$ cat config.mk
export PLATFORM = sky130hd
export DESIGN_NAME = mpfm_front_flat
export DESIGN_NICKNAME = d
export VERILOG_FILES = /design/src/mpfm_pkg.sv /design/src/mpfm_if.sv /design/src/mpfm_front.sv /design/src/flat_wrapper.sv
export SDC_FILE = /design/constraint.sdc
export NUM_CORES = 1
export LEC_CHECK = 0
export BUFFER_PORTS_ARGS = -buffer_cell sky130_fd_sc_hd__buf_2
export CORE_ASPECT_RATIO = 1.5
export CORE_MARGIN = 2
export CORE_UTILIZATION = 55
export CTS_CLUSTER_DIAMETER = 30
export CTS_CLUSTER_SIZE = 28
export DETAILED_ROUTE_END_ITERATION = 7
export GPL_ROUTABILITY_DRIVEN = 0
export PLACE_DENSITY = 0.83
export SYNTH_ARGS = -nofsm -noshare
export SYNTH_HDL_FRONTEND = slang
export SYNTH_SLANG_ARGS = --single-unit
$ cat constraint.sdc
create_clock -name clk_i -period 2.83 [get_ports clk_i]
set_input_delay 0.4245 -clock clk_i [delete_from_list [all_inputs] [get_ports clk_i]]
set_output_delay 0.4245 -clock clk_i [all_outputs]
set_load 0.1 [all_outputs]
$ cat src/mpfm_pkg.sv
// Package: shared types, codes and constants of the pipe pool manager.
package mpfm_pkg;

  localparam int unsigned NumPipesDef = 16;
  localparam int unsigned BufDepthDef = 4096;
  localparam int unsigned QueueDepth  = 2;

  typedef enum logic [2:0] {
    ACT_ALLOC  = 3'd0,
    ACT_ADDREF = 3'd1,
    ACT_DROP   = 3'd2,
    ACT_WRITE  = 3'd3,
    ACT_READ   = 3'd4,
    ACT_QUERY  = 3'd5,
    ACT_RSV6   = 3'd6,
    ACT_RSV7   = 3'd7
  } action_e;

  typedef enum logic [2:0] {
    ST_OK        = 3'd0,
    ST_INVALID   = 3'd1,
    ST_BROKEN    = 3'd2,
    ST_FULL      = 3'd3,
    ST_EOF       = 3'd4,
    ST_BLOCK     = 3'd5,
    ST_NONE_FREE = 3'd6,
    ST_RSV7      = 3'd7
  } status_e;

  typedef enum logic [1:0] {
    BK_IDLE = 2'd0,
    BK_MEM  = 2'd1,
    BK_OUT  = 2'd2
  } back_state_e;

  // Decoded request passed from the front to the back.
  typedef struct packed {
    action_e    action;
    logic [3:0] pipe_sel;
    logic       end_is_write;
    logic [7:0] data_byte;
    logic       request_last;
    logic       known;
  } req_t;

  typedef struct packed {
    logic [2:0] status;
    logic [3:0] pipe_given;
    logic [7:0] data_out;
    logic       readable;
    logic       wake_reader;
    logic       pipe_freed;
    logic       last_echo;
  } rsp_t;

endpackage

$ cat src/mpfm_if.sv
// Interfaces: request and response channels with valid/ready handshake.
interface mpfm_req_if;
  logic       valid;
  logic       ready;
  logic [2:0] action;
  logic [3:0] pipe_sel;
  logic       end_is_write;
  logic [7:0] data_byte;
  logic       request_last;
  modport source (output valid, action, pipe_sel, end_is_write, data_byte, request_last,
                  input ready);
  modport sink   (input valid, action, pipe_sel, end_is_write, data_byte, request_last,
                  output ready);
endinterface


$ cat src/mpfm_front.sv
// Front end: accept requests, classify the action, queue them for the back end.
module mpfm_front (
  input  logic              clk_i,
  input  logic              rst_ni,
  mpfm_req_if.sink          req,
  output mpfm_pkg::req_t    q_data_o,
  output logic              q_valid_o,
  input  logic              q_pop_i
);

  localparam int unsigned PtrW = $clog2(mpfm_pkg::QueueDepth);

  mpfm_pkg::req_t              fifo_q [mpfm_pkg::QueueDepth];
  logic [PtrW-1:0]             wr_ptr_q, rd_ptr_q;
  logic [PtrW:0]               cnt_q;
  logic                        push;
  mpfm_pkg::req_t              in_req;

  assign req.ready = (cnt_q != PtrW'(0) + (PtrW+1)'(mpfm_pkg::QueueDepth));
  assign push      = req.valid && req.ready;

  // Classify the incoming action.
  always_comb begin
    in_req.action       = mpfm_pkg::action_e'(req.action);
    in_req.pipe_sel     = req.pipe_sel;
    in_req.end_is_write = req.end_is_write;
    in_req.data_byte    = req.data_byte;
    in_req.request_last = req.request_last;
    in_req.known        = (req.action <= 3'(mpfm_pkg::ACT_QUERY));
  end

  // Store the transfer in the queue.
  always_ff @(posedge clk_i) begin
    if (push) begin
      fifo_q[wr_ptr_q] <= in_req;
    end
  end

  // Advance queue pointers.
  always_ff @(posedge clk_i or negedge rst_ni) begin
    if (!rst_ni) begin
      wr_ptr_q <= '0;
      rd_ptr_q <= '0;
      cnt_q    <= '0;
    end else begin
      if (push) wr_ptr_q <= wr_ptr_q + PtrW'(1);
      if (q_pop_i) rd_ptr_q <= rd_ptr_q + PtrW'(1);
      cnt_q <= cnt_q + (PtrW+1)'(push) - (PtrW+1)'(q_pop_i);
    end
  end

  assign q_valid_o = (cnt_q != '0);
  assign q_data_o  = fifo_q[rd_ptr_q];

endmodule

$ cat src/flat_wrapper.sv
// flat-port wrapper written by rule: the top's interface ports become plain ports
module mpfm_front_flat 
  (clk_i, rst_ni, q_data_o, q_valid_o, q_pop_i, req_valid, req_action, req_pipe_sel, req_end_is_write, req_data_byte, req_request_last, req_ready);
  mpfm_req_if req_i ();
  input  logic clk_i;
  input  logic rst_ni;
  output mpfm_pkg::req_t q_data_o;
  output logic q_valid_o;
  input  logic q_pop_i;
  input wire logic [$bits(req_i.valid)-1:0] req_valid;
  input wire logic [$bits(req_i.action)-1:0] req_action;
  input wire logic [$bits(req_i.pipe_sel)-1:0] req_pipe_sel;
  input wire logic [$bits(req_i.end_is_write)-1:0] req_end_is_write;
  input wire logic [$bits(req_i.data_byte)-1:0] req_data_byte;
  input wire logic [$bits(req_i.request_last)-1:0] req_request_last;
  output wire logic [$bits(req_i.ready)-1:0] req_ready;
  assign req_i.valid = req_valid;
  assign req_i.action = req_action;
  assign req_i.pipe_sel = req_pipe_sel;
  assign req_i.end_is_write = req_end_is_write;
  assign req_i.data_byte = req_data_byte;
  assign req_i.request_last = req_request_last;
  assign req_ready = req_i.ready;
  mpfm_front u_core (.clk_i(clk_i), .rst_ni(rst_ni), .req(req_i), .q_data_o(q_data_o), .q_valid_o(q_valid_o), .q_pop_i(q_pop_i));
endmodule
==> results.toml <==
[worst_hold_path]
worst_hold_path_type = "primary input to flip-flop"

[global_route]
antenna_violations_before_repair = 0
grt_first_pass_wirelength_mm = 3.69
globalRouteTotalUtil = 0.169
gr-total-overflow = 0
grt_max_degree = 19
grt_pass1_vias = 860

[cts]
root_buffer_cell = "sky130_fd_sc_hd__clkbuf_8"
cts_setup_buffers = 0
path_clk_slew_ps = 80
cts-htree-levels = 2
cts.path.max_buffers = 2
cts_inserted_buffers = 5
cts_num_sinks = 40
cts_tree = "yes"
clock_insertion_delay_worst_skew_ps = 290

[setup_path]
critical-path-max-stage-delay_ps = 370
timing.critical_path.fanout_max = 18
worstSetupEndpoint = "q_data_o[11]"
crit-reg2reg-launch = "u_core.cnt_q[0]"
setup.worst_path.class = "flip-flop to output pin"
critPathCaptureType = "output pin"
critical_path_required_ps = 2410
rr_worst_depth = 2
critical_path.reg2reg.endpoint = "u_core.fifo_q[1][16]"
critical_path.startpoint = "u_core.rd_ptr_q"
cp_cell_sequence = "buf_4, mux2_2, buf_2"
reg2reg_slack_ps = 1180
cp_data_arrival_time_ps = 1600
critical_path.startpoint_type = "flip-flop"
cell_with_the_largest_stage_delay_on_the_worst_path = "sky130_fd_sc_hd__mux2_2"

[timing]
slew_violations = 0
timing.final.crit_share = 0.716
grt_setup_unrepaired = "no"
final.setup.tns_ps = 0
timing.final.ws_setup_ps = 804
period_minus_slack_ps = 2030
timing.slew.headroom = 0.433
maximum_achievable_frequency_mhz = 493
max_slew.worst_pin.slew_ps = 851
finalHoldViolations = 0
worst_clock_skew_ps = 9.44
timing.final.setup_violations = 0

[yosys]
yosysWarnings = 0
syn_area_mm2 = 0.00155
synth_flop_cell = "sky130_fd_sc_hd__edfxtp_1"
synth_cells = 75
synth.lib_cells_used.distinct = 17
yosysMostFrequentCell = "sky130_fd_sc_hd__edfxtp_1"
netlist_top_cells_area = "sky130_fd_sc_hd__edfxtp_1, sky130_fd_sc_hd__mux2_4, sky130_fd_sc_hd__mux2_2"
ys_async_sr_fraction = 0.100
post_synthesis_mean_instance_area_um2 = 20.7
ys_ff_latch = 40
seq_area_frac_synth = 0.762
synth_top_cell_area_share = 0.697
most_numerous_cell_types_in_the_synthesized_netlist = "sky130_fd_sc_hd__edfxtp_1, sky130_fd_sc_hd__mux2_2, sky130_fd_sc_hd__mux2_4"
synth_largest_area_cell = "sky130_fd_sc_hd__edfxtp_1"
synthesis.nets = 97
synth-edff-count = 36

[floorplan]
fp-row-count = 23
die_w_um = 47.4
io-pin-count = 41
die_h_um = 69.0
initial_core_utilization = 0.579
core_region_area_mm2 = 0.00268
dieArea_mm2 = 0.00327

[route]
vias = 799
post_drt_wl_per_cell_um = 14.7
avgViaCountPerCell = 4.96
drcViolationCount = 0
detailedRoute.firstPassIterationCount = 4
drt_iter0_drc = 36
ant_nets = 0
totalWireLength_mm = 2.36

[cells_and_area]
area_growth_pct = 22.4
antenna_cells = 0
layout.filler_cells = 177
finalCoreUtilization = 0.709
nNetsFinal = 145
final_cells = 161
drive_gt1_frac = 0.540

[run]
drv.max_cap_violation_count = 0

[place]
dp.final_hpwl_mm = 1.65
placedCellCount = 152
placement.setup.worst_slack_ps = 1090
place.port_buffers = 40

[outcome]
run_status = "completed"
[timing repair]
item | in CTS | in global routing
gates resized for setup | 0 | 0
hold buffers | 1 | 0
endpoints found under the hold margin | 4 | 0
[cells in the final DEF, fill, tap and decap left out, types with 2 or more instances in the layout]
master                     count
sky130_fd_sc_hd__dfrtp_1       4
sky130_fd_sc_hd__xnor2_1       2
sky130_fd_sc_hd__xor2_1        2
sky130_fd_sc_hd__nand2_1       3
sky130_fd_sc_hd__mux2_4        9
sky130_fd_sc_hd__buf_2        40
sky130_fd_sc_hd__clkbuf_8      5
sky130_fd_sc_hd__clkinv_1      2
sky130_fd_sc_hd__mux2_2        9
sky130_fd_sc_hd__buf_4         2
sky130_fd_sc_hd__edfxtp_1     36
[per-layer routing]
layer	vias up	GRT usage	share of wire
met5	-	0	0
met4	0	0.0741	0.0051
met3	2	0.0838	0.055
met2	23	0.281	0.58
met1	396	0.162	0.36
li1	378	-	-
[area by class of cell]
class	instances	area, um^2	share of cell area
Clock inverter	3	37.5	0.0198
Sequential cell	40	1180	0.623
Multi-Input combinational cell	32	334	0.176
Clock buffer	5	68.8	0.0363
Tap cell	37	46.3	0.0244
Timing Repair Buffer	43	225	0.119
Inverter	1	3.75	0.00198
[how the worst min path moves through the flow]
stage                          startpoint                   end  cells after the start
after detailed placement           rst_ni       u_core.wr_ptr_q                      1
after global placement             rst_ni       u_core.cnt_q[0]                      1
after CTS                 req_pipe_sel[3]  u_core.fifo_q[0][14]                      1
after global routing      req_pipe_sel[3]  u_core.fifo_q[0][14]                      1
after floorplan                    rst_ni       u_core.cnt_q[0]                      0
final                     req_pipe_sel[3]  u_core.fifo_q[1][14]                      1
[worst max-delay path, delay by kind of cell (launching register included)]
family   cells  cell delay [ps]
buf+inv      2              580
flops        1              360
mux          1              370
[cell families (layout without fill, tap and decap cells)]
logic type	Yosys count	count (layout)	synth area share
and+or+nand+nor	8	8	0.0258
adders and majority gates	1	1	0.00807
muxes	19	19	0.159
DFF	40	40	0.762
buffers and inverters	3	52	0.0226
xor gates and xnor gates	4	4	0.0226
[registers in the layout, indices dropped and copies added, names as in the netlist]
| name | flops |
|---|---|
| u_core.cnt_q | 2 |
| u_core.fifo_q | 36 |
| u_core.wr_ptr_q | 1 |
| u_core.rd_ptr_q | 1 |
[metrics by stage]
stage | hold WS, ps | area (um^2)
6_report | 321 | 1900
5_1_grt | 308 | 1900
4_1_cts | 306 | 1900
3_5_place_dp | 237 | 1780
3_3_place_gp | 231 | 1780
2_1_floorplan | 129 | 1550
Power is not shown: default switching activity piles up to over one toggle a cycle in this logic, so the estimate is an artifact.
